File: config.mk
export PLATFORM = sky130hd
export DESIGN_NAME = quadrature_edge_decoder_flat
export DESIGN_NICKNAME = d
export VERILOG_FILES = /design/src/rtl/qed_pkg.sv /design/src/rtl/qed_in_if.sv /design/src/rtl/qed_out_if.sv /design/src/rtl/qed_ctrl.sv /design/src/rtl/qed_datapath.sv /design/src/rtl/quadrature_edge_decoder.sv /design/src/flat_wrapper.sv
export SDC_FILE = /design/constraint.sdc
export NUM_CORES = 2
export LEC_CHECK = 0
export BUFFER_PORTS_ARGS = -buffer_cell sky130_fd_sc_hd__buf_2
export CORE_MARGIN = 1.5
export CORE_UTILIZATION = 45
export CTS_BUF_LIST = sky130_fd_sc_hd__clkbuf_16
export DETAILED_ROUTE_END_ITERATION = 12
export GPL_ROUTABILITY_DRIVEN = 0
export HOLD_SLACK_MARGIN = 0.1
export PLACE_DENSITY = 0.68
export SYNTH_ARGS = -nofsm -noshare
export SYNTH_HDL_FRONTEND = slang
export SYNTH_SLANG_ARGS = --single-unit
File: constraint.sdc
create_clock -name i_clk -period 7.5 [get_ports i_clk]
set_input_delay 1.125 -clock i_clk [delete_from_list [all_inputs] [get_ports i_clk]]
set_output_delay 1.125 -clock i_clk [all_outputs]
set_load 0.05 [all_outputs]
File: src/rtl/qed_pkg.sv
// ----------------------------------------------------------------------------
// qed_pkg
// Shared sizes, codes and control types of the quadrature edge decoder.
// ----------------------------------------------------------------------------
package qed_pkg;

    localparam int MOTORS     = 2;
    localparam int COUNT_BITS = 16;

    localparam int TIME_BITS  = 32;
    localparam int POS_BITS   = 32;
    localparam int SPUR_BITS  = 16;
    localparam int EC_BITS    = 16;
    localparam int ERR_BITS   = 16;
    localparam int KIND_BITS  = 2;

    localparam int KINDS      = MOTORS * 4;
    localparam int KIDX_BITS  = $clog2(KINDS);
    localparam int BIDX_BITS  = $clog2(2 * KINDS);
    localparam int MOTOR_BITS = (MOTORS > 1) ? $clog2(MOTORS) : 1;
    // Wide enough for four saturated error counters plus one.
    localparam int ESUM_BITS  = SPUR_BITS + 2;

    localparam logic [KIDX_BITS-1:0] LAST_KIDX = KIDX_BITS'(KINDS - 1);

    localparam logic signed [COUNT_BITS-1:0] CNT_MAX = {1'b0, {(COUNT_BITS-1){1'b1}}};
    localparam logic signed [COUNT_BITS-1:0] CNT_MIN = {1'b1, {(COUNT_BITS-1){1'b0}}};

    localparam logic REQ_EDGE = 1'b0;
    localparam logic REQ_TICK = 1'b1;

    localparam logic [KIND_BITS-1:0] KIND_A_RISE = 2'd0;
    localparam logic [KIND_BITS-1:0] KIND_A_FALL = 2'd1;
    localparam logic [KIND_BITS-1:0] KIND_B_RISE = 2'd2;
    localparam logic [KIND_BITS-1:0] KIND_B_FALL = 2'd3;

    typedef enum logic {
        ST_IDLE,
        ST_TICK
    } t_ctrl_state;

    typedef struct packed {
        logic                 edge_en;
        logic                 tick_flip;
        logic                 tick_emit;
        logic [KIDX_BITS-1:0] idx;
        logic                 last;
    } t_dp_cmd;

    typedef struct packed {
        logic out_free;
    } t_dp_status;

endpackage

File: src/rtl/qed_in_if.sv
// ----------------------------------------------------------------------------
// qed_in_if
// Request channel: pin edge events and sample ticks.
// ----------------------------------------------------------------------------
interface qed_in_if;
    logic        valid;
    logic        ready;
    logic        req_type;
    logic        motor_index;
    logic        from_pin_a;
    logic        level_a;
    logic        level_b;
    logic [31:0] edge_time;

    modport source (
        output valid, req_type, motor_index, from_pin_a, level_a, level_b, edge_time,
        input  ready
    );
    modport sink (
        input  valid, req_type, motor_index, from_pin_a, level_a, level_b, edge_time,
        output ready
    );
endinterface

File: src/rtl/qed_out_if.sv
// ----------------------------------------------------------------------------
// qed_out_if
// Result channel: one beat per edge, one beat per counter on a tick.
// ----------------------------------------------------------------------------
interface qed_out_if;
    logic               valid;
    logic               ready;
    logic               motor_out;
    logic [1:0]         edge_kind;
    logic               spurious;
    logic               reverse_dir;
    logic [31:0]        position;
    logic signed [15:0] edge_count;
    logic [31:0]        edge_time_out;
    logic [15:0]        error_total;
    logic               last_of_run;

    modport source (
        output valid, motor_out, edge_kind, spurious, reverse_dir, position,
               edge_count, edge_time_out, error_total, last_of_run,
        input  ready
    );
    modport sink (
        input  valid, motor_out, edge_kind, spurious, reverse_dir, position,
               edge_count, edge_time_out, error_total, last_of_run,
        output ready
    );
endinterface

File: src/rtl/qed_ctrl.sv
// ----------------------------------------------------------------------------
// qed_ctrl
// Request sequencer: takes edges directly and walks the closed bank on a tick.
// ----------------------------------------------------------------------------
module qed_ctrl (
    input  logic                i_clk,
    input  logic                i_rst_n,
    input  logic                i_in_valid,
    input  logic                i_req_type,
    output logic                o_in_ready,
    input  qed_pkg::t_dp_status i_status,
    output qed_pkg::t_dp_cmd    o_cmd
);
    import qed_pkg::*;

    t_ctrl_state          r_state, n_state;
    logic [KIDX_BITS-1:0] r_idx, n_idx;

    always_ff @(posedge i_clk) begin
        if (!i_rst_n) begin
            r_state <= ST_IDLE;
            r_idx   <= '0;
        end else begin
            r_state <= n_state;
            r_idx   <= n_idx;
        end
    end

    always_comb begin
        n_state       = r_state;
        n_idx         = r_idx;
        o_in_ready    = 1'b0;
        o_cmd.edge_en   = 1'b0;
        o_cmd.tick_flip = 1'b0;
        o_cmd.tick_emit = 1'b0;
        o_cmd.idx       = r_idx;
        o_cmd.last      = (r_idx == LAST_KIDX);
        unique case (r_state)
            ST_IDLE: begin
                o_in_ready = i_status.out_free;
                if (i_in_valid && i_status.out_free) begin
                    if (i_req_type == REQ_TICK) begin
                        o_cmd.tick_flip = 1'b1;
                        n_idx           = '0;
                        n_state         = ST_TICK;
                    end else begin
                        o_cmd.edge_en = 1'b1;
                    end
                end
            end
            ST_TICK: begin
                // One counter beat whenever the output register can take it.
                if (i_status.out_free) begin
                    o_cmd.tick_emit = 1'b1;
                    if (r_idx == LAST_KIDX) begin
                        n_state = ST_IDLE;
                    end else begin
                        n_idx = r_idx + 1'b1;
                    end
                end
            end
            default: n_state = ST_IDLE;
        endcase
    end

endmodule

File: src/rtl/qed_datapath.sv
// ----------------------------------------------------------------------------
// qed_datapath
// Decoder state, bank counters, error counters and the output register.
// ----------------------------------------------------------------------------
module qed_datapath (
    input  logic                            i_clk,
    input  logic                            i_rst_n,
    input  qed_pkg::t_dp_cmd                i_cmd,
    output qed_pkg::t_dp_status             o_status,
    input  logic                            i_motor_index,
    input  logic                            i_from_pin_a,
    input  logic                            i_level_a,
    input  logic                            i_level_b,
    input  logic [qed_pkg::TIME_BITS-1:0]   i_edge_time,
    output logic                            o_out_valid,
    input  logic                            i_out_ready,
    output logic                            o_motor_out,
    output logic [qed_pkg::KIND_BITS-1:0]   o_edge_kind,
    output logic                            o_spurious,
    output logic                            o_reverse_dir,
    output logic [qed_pkg::POS_BITS-1:0]    o_position,
    output logic signed [qed_pkg::EC_BITS-1:0] o_edge_count,
    output logic [qed_pkg::TIME_BITS-1:0]   o_edge_time_out,
    output logic [qed_pkg::ERR_BITS-1:0]    o_error_total,
    output logic                            o_last_of_run
);
    import qed_pkg::*;

    logic                         r_prev_a [MOTORS];
    logic                         r_prev_b [MOTORS];
    logic                         r_dir    [MOTORS];
    logic [POS_BITS-1:0]          r_pos    [MOTORS];
    logic [SPUR_BITS-1:0]         r_spur   [KINDS];
    logic signed [COUNT_BITS-1:0] r_cnt    [2*KINDS];
    logic [TIME_BITS-1:0]         r_time   [2*KINDS];
    logic                         r_bank;
    logic                         r_out_valid;

    logic                         r_motor_out;
    logic [KIND_BITS-1:0]         r_edge_kind;
    logic                         r_spurious;
    logic                         r_reverse_dir;
    logic [POS_BITS-1:0]          r_position;
    logic signed [EC_BITS-1:0]    r_edge_count;
    logic [TIME_BITS-1:0]         r_edge_time_out;
    logic [ERR_BITS-1:0]          r_error_total;
    logic                         r_last_of_run;

    function automatic logic [BIDX_BITS-1:0] bank_index(input logic bank,
                                                       input logic [KIDX_BITS-1:0] kidx);
        return BIDX_BITS'(kidx) + (bank ? BIDX_BITS'(KINDS) : BIDX_BITS'(0));
    endfunction

    logic                         motor_ok, edge_go, tick;
    logic [MOTOR_BITS-1:0]        m_e, m_t, rd_m;
    logic                         lvl, prev_lvl, spur, rev;
    logic [KIND_BITS-1:0]         kind_e;
    logic [KIDX_BITS-1:0]         kidx_e, sidx_e, base_rd;
    logic [BIDX_BITS-1:0]         rd_bidx;
    logic signed [COUNT_BITS-1:0] cnt_rd, n_cnt;
    logic [TIME_BITS-1:0]         time_rd;
    logic [POS_BITS-1:0]          pos_rd, n_pos;
    logic                         spur_bump;
    logic [ESUM_BITS-1:0]         err_sum;
    logic [ERR_BITS-1:0]          err_sat;

    always_comb begin
        motor_ok = (32'(i_motor_index) < MOTORS);
        edge_go  = i_cmd.edge_en && motor_ok;
        tick     = i_cmd.tick_emit;
        m_e      = MOTOR_BITS'(i_motor_index);
        m_t      = MOTOR_BITS'(i_cmd.idx >> 2);
        rd_m     = tick ? m_t : m_e;

        lvl      = i_from_pin_a ? i_level_a : i_level_b;
        prev_lvl = i_from_pin_a ? r_prev_a[m_e] : r_prev_b[m_e];
        spur     = (lvl == prev_lvl);
        rev      = i_from_pin_a ? (i_level_a == i_level_b) : (i_level_a != i_level_b);
        if (i_from_pin_a) begin
            kind_e = i_level_a ? KIND_A_RISE : KIND_A_FALL;
        end else begin
            kind_e = i_level_b ? KIND_B_RISE : KIND_B_FALL;
        end
        kidx_e  = (KIDX_BITS'(m_e) << 2) | KIDX_BITS'(kind_e);
        // Error counters are ordered A low, A high, B low, B high.
        sidx_e  = (KIDX_BITS'(m_e) << 2) | KIDX_BITS'({~i_from_pin_a, lvl});
        base_rd = KIDX_BITS'(rd_m) << 2;

        rd_bidx = tick ? bank_index(~r_bank, i_cmd.idx) : bank_index(r_bank, kidx_e);
        cnt_rd  = r_cnt[rd_bidx];
        time_rd = r_time[rd_bidx];
        pos_rd  = r_pos[rd_m];

        n_pos = rev ? pos_rd - 1'b1 : pos_rd + 1'b1;
        if (rev) begin
            n_cnt = (cnt_rd == CNT_MIN) ? cnt_rd : cnt_rd - $signed(COUNT_BITS'(1));
        end else begin
            n_cnt = (cnt_rd == CNT_MAX) ? cnt_rd : cnt_rd + $signed(COUNT_BITS'(1));
        end

        // A saturated counter does not move, so the total grows by one at most.
        spur_bump = !tick && spur && (r_spur[sidx_e] != '1);
        err_sum   = ESUM_BITS'(r_spur[base_rd]) + ESUM_BITS'(r_spur[base_rd + 2'd1])
                  + ESUM_BITS'(r_spur[base_rd + 2'd2]) + ESUM_BITS'(r_spur[base_rd + 2'd3])
                  + ESUM_BITS'(spur_bump);
        err_sat   = (err_sum > ESUM_BITS'({ERR_BITS{1'b1}})) ? '1 : err_sum[ERR_BITS-1:0];
    end

    always_ff @(posedge i_clk) begin
        if (!i_rst_n) begin
            for (int i = 0; i < MOTORS; i++) begin
                r_prev_a[i] <= 1'b0;
                r_prev_b[i] <= 1'b0;
                r_dir[i]    <= 1'b0;
                r_pos[i]    <= '0;
            end
            for (int i = 0; i < KINDS; i++) begin
                r_spur[i] <= '0;
            end
            for (int i = 0; i < 2*KINDS; i++) begin
                r_cnt[i]  <= '0;
                r_time[i] <= '0;
            end
            r_bank      <= 1'b0;
            r_out_valid <= 1'b0;
        end else begin
            if (edge_go) begin
                if (i_from_pin_a) begin
                    r_prev_a[m_e] <= i_level_a;
                end else begin
                    r_prev_b[m_e] <= i_level_b;
                end
                r_dir[m_e] <= rev;
                if (spur_bump) begin
                    r_spur[sidx_e] <= r_spur[sidx_e] + 1'b1;
                end
                if (!spur) begin
                    r_pos[m_e]     <= n_pos;
                    r_cnt[rd_bidx]  <= n_cnt;
                    r_time[rd_bidx] <= i_edge_time;
                end
            end
            if (i_cmd.tick_flip) begin
                r_bank <= ~r_bank;
            end
            if (tick) begin
                r_cnt[rd_bidx] <= '0;
            end
            if (edge_go || tick) begin
                r_out_valid <= 1'b1;
            end else if (i_out_ready) begin
                r_out_valid <= 1'b0;
            end
        end
    end

    always_ff @(posedge i_clk) begin
        if (tick) begin
            r_motor_out     <= m_t[0];
            r_edge_kind     <= i_cmd.idx[KIND_BITS-1:0];
            r_spurious      <= 1'b0;
            r_reverse_dir   <= r_dir[m_t];
            r_position      <= pos_rd;
            r_edge_count    <= EC_BITS'(cnt_rd);
            r_edge_time_out <= time_rd;
            r_error_total   <= err_sat;
            r_last_of_run   <= i_cmd.last;
        end else if (edge_go) begin
            r_motor_out     <= i_motor_index;
            r_edge_kind     <= kind_e;
            r_spurious      <= spur;
            r_reverse_dir   <= rev;
            r_position      <= spur ? pos_rd : n_pos;
            r_edge_count    <= EC_BITS'(spur ? cnt_rd : n_cnt);
            r_edge_time_out <= spur ? time_rd : i_edge_time;
            r_error_total   <= err_sat;
            r_last_of_run   <= 1'b1;
        end
    end

    assign o_status.out_free = !r_out_valid || i_out_ready;
    assign o_out_valid       = r_out_valid;
    assign o_motor_out       = r_motor_out;
    assign o_edge_kind       = r_edge_kind;
    assign o_spurious        = r_spurious;
    assign o_reverse_dir     = r_reverse_dir;
    assign o_position        = r_position;
    assign o_edge_count      = r_edge_count;
    assign o_edge_time_out   = r_edge_time_out;
    assign o_error_total     = r_error_total;
    assign o_last_of_run     = r_last_of_run;

endmodule

File: src/rtl/quadrature_edge_decoder.sv
// An edge beat is registered and valid the cycle after the edge is taken. A tick flips the
// bank in ST_IDLE; ST_TICK loads the first counter beat once the output register has room.
// Edges are taken one per cycle while the output register has room; during a tick the
// sequencer walks the closed bank one counter beat at a time, holding off requests.
// The output register decouples the sides: a new request is taken as the last beat leaves.
// Reset is synchronous, active low, and clears all decoder state at once.
// ----------------------------------------------------------------------------
// quadrature_edge_decoder
// Two-encoder x4 quadrature decoder with double-banked edge counters.
// ----------------------------------------------------------------------------
module quadrature_edge_decoder (
    input  logic             i_clk,
    input  logic             i_rst_n,
    qed_in_if.sink           i_in,
    qed_out_if.source        o_out
);
    import qed_pkg::*;

    t_dp_cmd    cmd;
    t_dp_status status;
    logic       in_accept;

    qed_ctrl u_ctrl (
        .i_clk      (i_clk),
        .i_rst_n    (i_rst_n),
        .i_in_valid (i_in.valid),
        .i_req_type (i_in.req_type),
        .o_in_ready (i_in.ready),
        .i_status   (status),
        .o_cmd      (cmd)
    );

    qed_datapath u_datapath (
        .i_clk           (i_clk),
        .i_rst_n         (i_rst_n),
        .i_cmd           (cmd),
        .o_status        (status),
        .i_motor_index   (i_in.motor_index),
        .i_from_pin_a    (i_in.from_pin_a),
        .i_level_a       (i_in.level_a),
        .i_level_b       (i_in.level_b),
        .i_edge_time     (i_in.edge_time),
        .o_out_valid     (o_out.valid),
        .i_out_ready     (o_out.ready),
        .o_motor_out     (o_out.motor_out),
        .o_edge_kind     (o_out.edge_kind),
        .o_spurious      (o_out.spurious),
        .o_reverse_dir   (o_out.reverse_dir),
        .o_position      (o_out.position),
        .o_edge_count    (o_out.edge_count),
        .o_edge_time_out (o_out.edge_time_out),
        .o_error_total   (o_out.error_total),
        .o_last_of_run   (o_out.last_of_run)
    );

    assign in_accept = i_in.valid && i_in.ready;

    // A request is only taken when the output register has room for its beat.
    a_ready_needs_room: assert property (@(posedge i_clk) disable iff (!i_rst_n)
        i_in.ready |-> (!o_out.valid || o_out.ready))
        else $error("request taken while output register is full");

    // A tick blocks further requests while its counter beats drain.
    a_tick_blocks: assert property (@(posedge i_clk) disable iff (!i_rst_n)
        (in_accept && i_in.req_type == REQ_TICK) |=> !i_in.ready)
        else $error("request taken during tick drain");

    // Every edge on a known motor produces a beat in the next cycle.
    a_edge_beat: assert property (@(posedge i_clk) disable iff (!i_rst_n)
        (in_accept && i_in.req_type == REQ_EDGE && 32'(i_in.motor_index) < MOTORS)
        |=> (o_out.valid && o_out.last_of_run))
        else $error("edge beat missing");

    // Rejected edges never come from a tick drain, so they always end their run.
    a_spur_last: assert property (@(posedge i_clk) disable iff (!i_rst_n)
        (o_out.valid && o_out.spurious) |-> o_out.last_of_run)
        else $error("spurious beat not marked last");

endmodule

File: src/flat_wrapper.sv
// flat-port wrapper written by rule: the top's interface ports become plain ports
module quadrature_edge_decoder_flat import qed_pkg::*;
  (i_clk, i_rst_n, i_in_valid, i_in_req_type, i_in_motor_index, i_in_from_pin_a, i_in_level_a, i_in_level_b, i_in_edge_time, i_in_ready, o_out_valid, o_out_motor_out, o_out_edge_kind, o_out_spurious, o_out_reverse_dir, o_out_position, o_out_edge_count, o_out_edge_time_out, o_out_error_total, o_out_last_of_run, o_out_ready);
  qed_in_if i_in_i ();
  qed_out_if o_out_i ();
  input  logic i_clk;
  input  logic i_rst_n;
  input wire logic [$bits(i_in_i.valid)-1:0] i_in_valid;
  input wire logic [$bits(i_in_i.req_type)-1:0] i_in_req_type;
  input wire logic [$bits(i_in_i.motor_index)-1:0] i_in_motor_index;
  input wire logic [$bits(i_in_i.from_pin_a)-1:0] i_in_from_pin_a;
  input wire logic [$bits(i_in_i.level_a)-1:0] i_in_level_a;
  input wire logic [$bits(i_in_i.level_b)-1:0] i_in_level_b;
  input wire logic [$bits(i_in_i.edge_time)-1:0] i_in_edge_time;
  output wire logic [$bits(i_in_i.ready)-1:0] i_in_ready;
  output wire logic [$bits(o_out_i.valid)-1:0] o_out_valid;
  output wire logic [$bits(o_out_i.motor_out)-1:0] o_out_motor_out;
  output wire logic [$bits(o_out_i.edge_kind)-1:0] o_out_edge_kind;
  output wire logic [$bits(o_out_i.spurious)-1:0] o_out_spurious;
  output wire logic [$bits(o_out_i.reverse_dir)-1:0] o_out_reverse_dir;
  output wire logic [$bits(o_out_i.position)-1:0] o_out_position;
  output wire logic [$bits(o_out_i.edge_count)-1:0] o_out_edge_count;
  output wire logic [$bits(o_out_i.edge_time_out)-1:0] o_out_edge_time_out;
  output wire logic [$bits(o_out_i.error_total)-1:0] o_out_error_total;
  output wire logic [$bits(o_out_i.last_of_run)-1:0] o_out_last_of_run;
  input wire logic [$bits(o_out_i.ready)-1:0] o_out_ready;
  assign i_in_i.valid = i_in_valid;
  assign i_in_i.req_type = i_in_req_type;
  assign i_in_i.motor_index = i_in_motor_index;
  assign i_in_i.from_pin_a = i_in_from_pin_a;
  assign i_in_i.level_a = i_in_level_a;
  assign i_in_i.level_b = i_in_level_b;
  assign i_in_i.edge_time = i_in_edge_time;
  assign i_in_ready = i_in_i.ready;
  assign o_out_valid = o_out_i.valid;
  assign o_out_motor_out = o_out_i.motor_out;
  assign o_out_edge_kind = o_out_i.edge_kind;
  assign o_out_spurious = o_out_i.spurious;
  assign o_out_reverse_dir = o_out_i.reverse_dir;
  assign o_out_position = o_out_i.position;
  assign o_out_edge_count = o_out_i.edge_count;
  assign o_out_edge_time_out = o_out_i.edge_time_out;
  assign o_out_error_total = o_out_i.error_total;
  assign o_out_last_of_run = o_out_i.last_of_run;
  assign o_out_i.ready = o_out_ready;
  quadrature_edge_decoder u_core (.i_clk(i_clk), .i_rst_n(i_rst_n), .i_in(i_in_i), .o_out(o_out_i));
endmodule
; ---- Word level (Yosys, flattened, before mapping)
; Memories as Yosys holds them, arrays and structs flattened. A register that Yosys moved wholly into a read port is not among the register bits.
; Index checks and enable logic that the tools add are counted.
[word_totals]
regBits = 108
ramBits = 966
inputBits = 41
output_inout_bits = 104
elab_cells = 169
n_memories = 7
[mem_list]
columns = memory, words, word_bits, read_ports, rd_ports_with_merged_regs, write_ports, line
row1 = u_core.u_datapath.r_time, 16, 32, 1, 0, 16, qed_datapath.sv:35  ; logic [TIME_BITS-1:0] r_time [2*KINDS];
row2 = u_core.u_datapath.r_cnt, 16, 16, 1, 0, 16, qed_datapath.sv:34  ; logic signed [COUNT_BITS-1:0] r_cnt [2*KINDS];
row3 = u_core.u_datapath.r_spur, 8, 16, 5, 0, 8, qed_datapath.sv:33  ; logic [SPUR_BITS-1:0] r_spur [KINDS];
row4 = u_core.u_datapath.r_pos, 2, 32, 1, 0, 2, qed_datapath.sv:32  ; logic [POS_BITS-1:0] r_pos [MOTORS];
row5 = u_core.u_datapath.r_dir, 2, 1, 1, 1, 2, qed_datapath.sv:31  ; logic r_dir [MOTORS];
row6 = u_core.u_datapath.r_prev_a, 2, 1, 1, 0, 2, qed_datapath.sv:29  ; logic r_prev_a [MOTORS];
row7 = +1 memories, n/a, n/a, n/a, n/a, n/a, n/a
[classes]
n_addsub = 15
order_cmp = 1
eq_ne = 11
mux = 99
n_bitwise = 6
reduce_logical = 17
[ops]
columns = cell, count
row1 = 32-bit two-way mux, 9
row2 = 16-bit two-way mux, 12
row3 = 32-bit OR reduction, 2
row4 = 1-bit two-way mux, 61
row5 = 32-bit by 1-bit adder with 32-bit output (second input constant), 1
row6 = 16-bit == test (second input constant), 2
row7 = 16-bit OR reduction, 2
row8 = 32-bit by 1-bit subtractor with 32-bit output (second input constant), 1
row9 = 4-bit two-way mux, 5
row10 = 17-bit by 16-bit adder with 18-bit output, 1
row11 = 18-bit by 1-bit adder with 18-bit output, 1
row12 = 18-bit by 16-bit adder with 18-bit output, 1
row13 = 18-bit by 16-bit greater-than comparator with 1-bit output (second input constant), 1
row14 = 16-bit by 16-bit adder with 17-bit output, 1
row15 = 16-bit by 1-bit adder with 16-bit output (second input constant), 1
row16 = 16-bit by 2-bit adder with 16-bit output (second input constant), 1
row17 = 16-bit inequality test (second input constant), 1
row18 = 16-bit by 2-bit subtractor with 16-bit output (second input constant), 1
row19 = 3-bit two-way mux, 5
row20 = 2-bit two-way mux, 5
row21 = 3-bit by 4-bit adder with 4-bit output, 2
row22 = 2-bit inequality test (second input constant), 4
row23 = 3-bit by 1-bit adder with 3-bit output (second input constant), 2
row24 = 3-bit by 2-bit adder with 3-bit output (second input constant), 2
row25 = 14 further kinds, 25

; ---- Longest topological paths before layout
; An unclocked memory read counts as a cell.
[depth]
word_depth = 15
ltp_mapped = 30
depth_no_buf = 25

; ---- Cells and area by module
; A second synthesis with hierarchy kept.
[hier_totals]
cells_unflattened = 4274
hier_area_um2 = 52679.3
[modules_own_cells]
columns = mod, n_inst, cells_each, area_per_inst_um2, seq_area_each_um2
row1 = qed_datapath, 1, 4254, 52457.8, 32040.7
row2 = qed_ctrl, 1, 20, 221.5, 80.1

; ---- Worst setup path after synthesis
; Ideal clock, no wire load.
[synth_timing]
kind = input -> register
start = in i_in_motor_index
end = reg u_core.u_datapath.r_error_total[10] (netlist: u_core.u_datapath.o_error_total[10]), data pin
setup_time_ps = 268
t_arrival_ps = 7242
required_ps = 7232
slack_ps = -9
path_stages = 29
n_path_buf = 6
path_cell_list = buf_2 > buf_1 > clkbuf_1 > buf_1 > clkbuf_1 > o311ai_0 > a222oi_1 > ha_1 > and3_1 > inv_1 > o41a_1 > inv_1 > fa_1 > inv_1 > fa_1 > ha_1 > fa_1 > a21o_1 > a21oi_1 > o21bai_1 > a21oi_1 > nor2b_1 > o21ai_0 > a21oi_1 > o21ai_0 > nand3_1 > nand3_1 > clkbuf_1 > nand2_1
[synth_between]
elab_chain_cells = 11
word_cells_on_any_way = 21
classes_between = add/sub (7) / order compare (1) / eq/ne (2) / mux (5) / bitwise (1) / reduce/logical (2) / memory (3)
[synth_lines]
columns = item, line
row1 = start: declaration, flat_wrapper.sv:10  ; input wire logic [$bits(i_in_i.motor_index)-1:0] i_in_motor_index;
row2 = 1-bit two-way mux, qed_datapath.sv:73  ; rd_m = tick ? m_t : m_e;
row3 = 3-bit by 1-bit adder with 3-bit output, qed_datapath.sv:103  ; err_sum = ESUM_BITS'(r_spur[base_rd]) + ESUM_BITS'(r_spur[base_rd + 2'd1])
row4 = memory 8 x 16 bit, n/a
row5 = 16-bit by 16-bit adder with 17-bit output, qed_datapath.sv:103
row6 = 17-bit by 16-bit adder with 18-bit output, qed_datapath.sv:104  ; + ESUM_BITS'(r_spur[base_rd + 2'd2]) + ESUM_BITS'(r_spur[base_rd + 2'd3])
row7 = 18-bit by 16-bit adder with 18-bit output, qed_datapath.sv:104
row8 = 18-bit by 1-bit adder with 18-bit output *, qed_datapath.sv:105  ; + ESUM_BITS'(spur_bump);
row9 = 18-bit by 16-bit greater-than comparator with 1-bit output, qed_datapath.sv:106  ; err_sat = (err_sum > ESUM_BITS'({ERR_BITS{1'b1}})) ? '1 : err_sum[ERR_BITS-1:0];
row10 = 16-bit two-way mux *, qed_datapath.sv:106
row11 = 16-bit two-way mux, qed_datapath.sv:168  ; end else if (edge_go) begin
row12 = 16-bit two-way mux *, qed_datapath.sv:158  ; if (tick) begin
row13 = end signal: assignment, qed_datapath.sv:166  ; r_error_total <= err_sat;
row14 = end signal: assignment, qed_datapath.sv:176  ; r_error_total <= err_sat;
row15 = end: declaration, qed_datapath.sv:46  ; logic [ERR_BITS-1:0] r_error_total;
; Mark *: on every way between the ends. The rest lies on a longest branch, timed or not. The select of a mux whose other input is x is not followed.
; A chain may end at the register's enable or synchronous reset.

==> results.json <==
{
  "dpl_cell_area_mm2": 0.0555,
  "power.internal_w": 0.0109,
  "crit_chain": "clkinv_1, o21ai_2, nand2_4, inv_6, mux2i_1, o221ai_1, nor4_1, nand3_1, or4_4, and3_1, or3_1, a21oi_1",
  "syn_to_final_growth_pct": 11.5,
  "antenna_found_initial": 15,
  "cts_setup_buffers": 0,
  "synth_top_cell_by_area": "edfxtp_1",
  "hold_buffers": 0,
  "rsz0062_at_grt": "false",
  "grt-ovfl-total": 0,
  "yosysSeqAreaShare_pct": 60.7,
  "grt_pass1_vias": 38400,
  "dp.final_hpwl_mm": 99.9,
  "ctsResizeCount": 0,
  "synth_edf_count": 1061,
  "final_area_mm2": 0.0590,
  "finalCriticalPeriod_ns": 6.78,
  "setup_tns_ns": 0,
  "fin_crit_sh_pct": 90.4,
  "hold_violations": 0,
  "crit_path_end_kind": "flip-flop",
  "timing.hold.ws_ns": 0.528,
  "fin_skew_ns": 0.0507,
  "synth_flop_cell": "edfxtp_1",
  "synth_area_leaders": "edfxtp_1, and3_1, nor2_1",
  "syn_inst": 4608,
  "syn_area_mm2": 0.0530,
  "relSlewSlack_pct": 15.0,
  "ys_ff_latch": 1075,
  "initial_core_util_pct": 45.4,
  "crit_arrival_ns": 7.30,
  "numCtsBuffers": 112,
  "synth_common_cells": "edfxtp_1, and3_1, nor2_1",
  "wire_per_inst_um": 27.7,
  "grt_util_all_layers_pct": 28.0,
  "cellLeakagePower_nw": 23.3,
  "cts_tree": "built",
  "antenna_left": 0,
  "maxCapViolations": 0,
  "critPathSlowestCell": "nor4_1",
  "dieArea_mm2": 0.120,
  "ir_worst_vdd_uv": 188,
  "slew_viol_final": 0,
  "cp_max_fo": 31,
  "drive_gt1_share_pct": 13.1,
  "finalSetupViolations": 0,
  "die_y_um": 346,
  "htreeDepth": 3,
  "cp_slowest_stage_delay_ns": 1.07,
  "synthArstFlopShare_pct": 0,
  "net-switching-power_w": 0.00486,
  "run_status": "finished, final reports clean",
  "cp_data_required_time_ns": 8.02,
  "clock-root-buffer": "clkbuf_16",
  "dpl.cell_count": 6031,
  "avgSynthCellArea_um2": 11.5,
  "path_clk_slew_ns": 0.07,
  "grt_pass1_wl_mm": 252,
  "drcViolationCount": 0,
  "synth.net_count": 4735,
  "power_frac_seq_pct": 45.0,
  "clock.fmax_mhz": 147,
  "post-synth-top-count-cell": "edfxtp_1",
  "clk_path_buf_depth": 3,
  "die_w_um": 346,
  "synth_top_cell_area_share_pct": 60.2,
  "drtIter0Drc": 6023,
  "hp-class": "reg -> reg",
  "yosysWarnings": 0,
  "port_buffers": 144,
  "power_frac_comb_pct": 19.9,
  "sw_frac_of_total_pct": 30.9,
  "dr.pass1.iters": 9,
  "ys_types": 98,
  "tightestPinTransition_ns": 1.25,
  "avgViaCountPerCell": 6.44,
  "critPathTopFamily": "simple AND/OR/NAND/NOR gates",
  "num_rows": 125,
  "fin_util_pct": 50.7,
  "start_kind": "flip-flop",
  "clock_power_share_pct": 35.1,
  "clock_sinks": 1075,
  "grt_max_degree": 331,
  "drt-total-wl_mm": 173,
  "layout.nets": 4748,
  "core_area_mm2": 0.117,
  "stdcell_count": 6239,
  "ios": 145,
  "critPathKind": "reg -> reg",
  "path_buf_inv": 2,
  "p_per_area_mw_per_mm2": 266,
  "clk_latency_ns": 0.74,
  "num_vias": 40200
}
[worst reg2reg max path, delay by kind of cell, from the launching register on]
kind,cells,cell delay (ns)
AND/OR/NAND/NOR,6,3.20
buffers and inverters,2,1.01
flip-flops,1,0.99
AO/OA/AOI/OAI,3,0.87
multiplexers,1,0.52
[layout make-up]
type                            instances  area [um2]
Clock buffer                          112        2800
Sequential cell                      1075       32100
Clock inverter                         93         778
Fill cell                           10100       57500
Tap cell                             1524        1910
Antenna cell                            3        7.51
Timing Repair Buffer                  308        1980
Multi-Input combinational cell       3058       19200
Inverter                               66         256
[power by group through the flow]
stage	Clock [W]	Combinational (W)	Sequential [W]
after floorplan	0	0.00174	0.00750
after global placement	0	0.00303	0.00719
after detailed placement	0	0.00307	0.00719
after CTS	0.00556	0.00308	0.00707
after global routing	0.00578	0.00333	0.00709
final	0.00553	0.00313	0.00707
[cells by family after synthesis]
| kind of cell | after synthesis | share of synthesized area (%) |
|---|---|---|
| AO/OA/AOI/OAI | 901 | 11.2 |
| XOR/XNOR | 75 | 1.27 |
| adder cells (fa/ha/maj) | 86 | 2.51 |
| buffers and inverters | 475 | 3.62 |
| flip-flops | 1075 | 60.7 |
| multiplexers | 173 | 3.71 |
| AND/OR/NAND/NOR | 1823 | 17.0 |
[metal layers]
layer	track usage, %	wire (um)	up-vias
li1	-	-	17300
met2	43.8	78300	2760
met3	6.97	21600	483
met5	0	134	-
met1	37.5	66000	19600
met4	11.0	6650	22
[placed cells by master (no fill, tap or decap), types with 30 or more instances in the layout]
cell type / instances
a211oi_1: 47
a21oi_1: 342
a222oi_1: 38
a22oi_1: 41
a31oi_1: 30
and3_1: 560
buf_2: 144
buf_4: 162
clkbuf_16: 112
edfxtp_1: 1061
fa_1: 34
ha_1: 52
inv_1: 77
mux2_2: 44
mux2i_1: 113
nand2_1: 413
nand3_1: 140
nor2_1: 471
nor3_1: 48
o21ai_0: 124
xnor2_1: 49
[worst paths after layout]
path                            cells past startpoint                                          end  slack, ns                          startpoint
worst max-delay path                               12  u_core.u_datapath.r_cnt[1][2]$_SDFFCE_PN0P_       0.72    u_core.u_ctrl.r_state$_SDFF_PN0_
worst min register to register                      2           u_core.u_datapath.r_dir[0]$_DFF_P_       0.53  u_core.u_datapath.r_dir[0]$_DFF_P_
worst min-delay path                                2           u_core.u_datapath.r_dir[0]$_DFF_P_       0.53  u_core.u_datapath.r_dir[0]$_DFF_P_
worst max register to register                     12  u_core.u_datapath.r_cnt[1][2]$_SDFFCE_PN0P_       0.72    u_core.u_ctrl.r_state$_SDFF_PN0_
[state kept, by name (all words and copies together), names as in the netlist, named ones only]
name,count
u_core.u_datapath.o_edge_kind,2
u_core.u_datapath.r_cnt,256
u_core.u_datapath.r_prev_b,2
u_core.u_datapath.o_motor_out,1
u_core.u_datapath.r_pos,64
u_core.u_datapath.o_last_of_run,1
u_core.u_datapath.o_spurious,1
u_core.u_datapath.r_prev_a,2
u_core.u_datapath.o_position,32
u_core.u_datapath.r_time,512
u_core.u_datapath.r_bank,1
u_core.u_datapath.o_edge_count,16
u_core.u_ctrl.r_state,1
u_core.u_datapath.r_dir,2
u_core.u_datapath.r_spur,128
u_core.u_datapath.o_out_valid,1
u_core.u_datapath.o_edge_time_out,32
u_core.u_datapath.o_reverse_dir,1
u_core.u_datapath.o_error_total,16
u_core.u_ctrl.r_idx,3
[through the flow]
stage | setup slack (ns) | total power [W]
floorplan | 0.111 | 0.00924
global placement | 0.324 | 0.0102
detailed placement | 0.241 | 0.0103
CTS | 0.983 | 0.0157
global route | 0.472 | 0.0162
finish | 0.718 | 0.0157
Note: power is estimated with default switching activity, not from simulation.
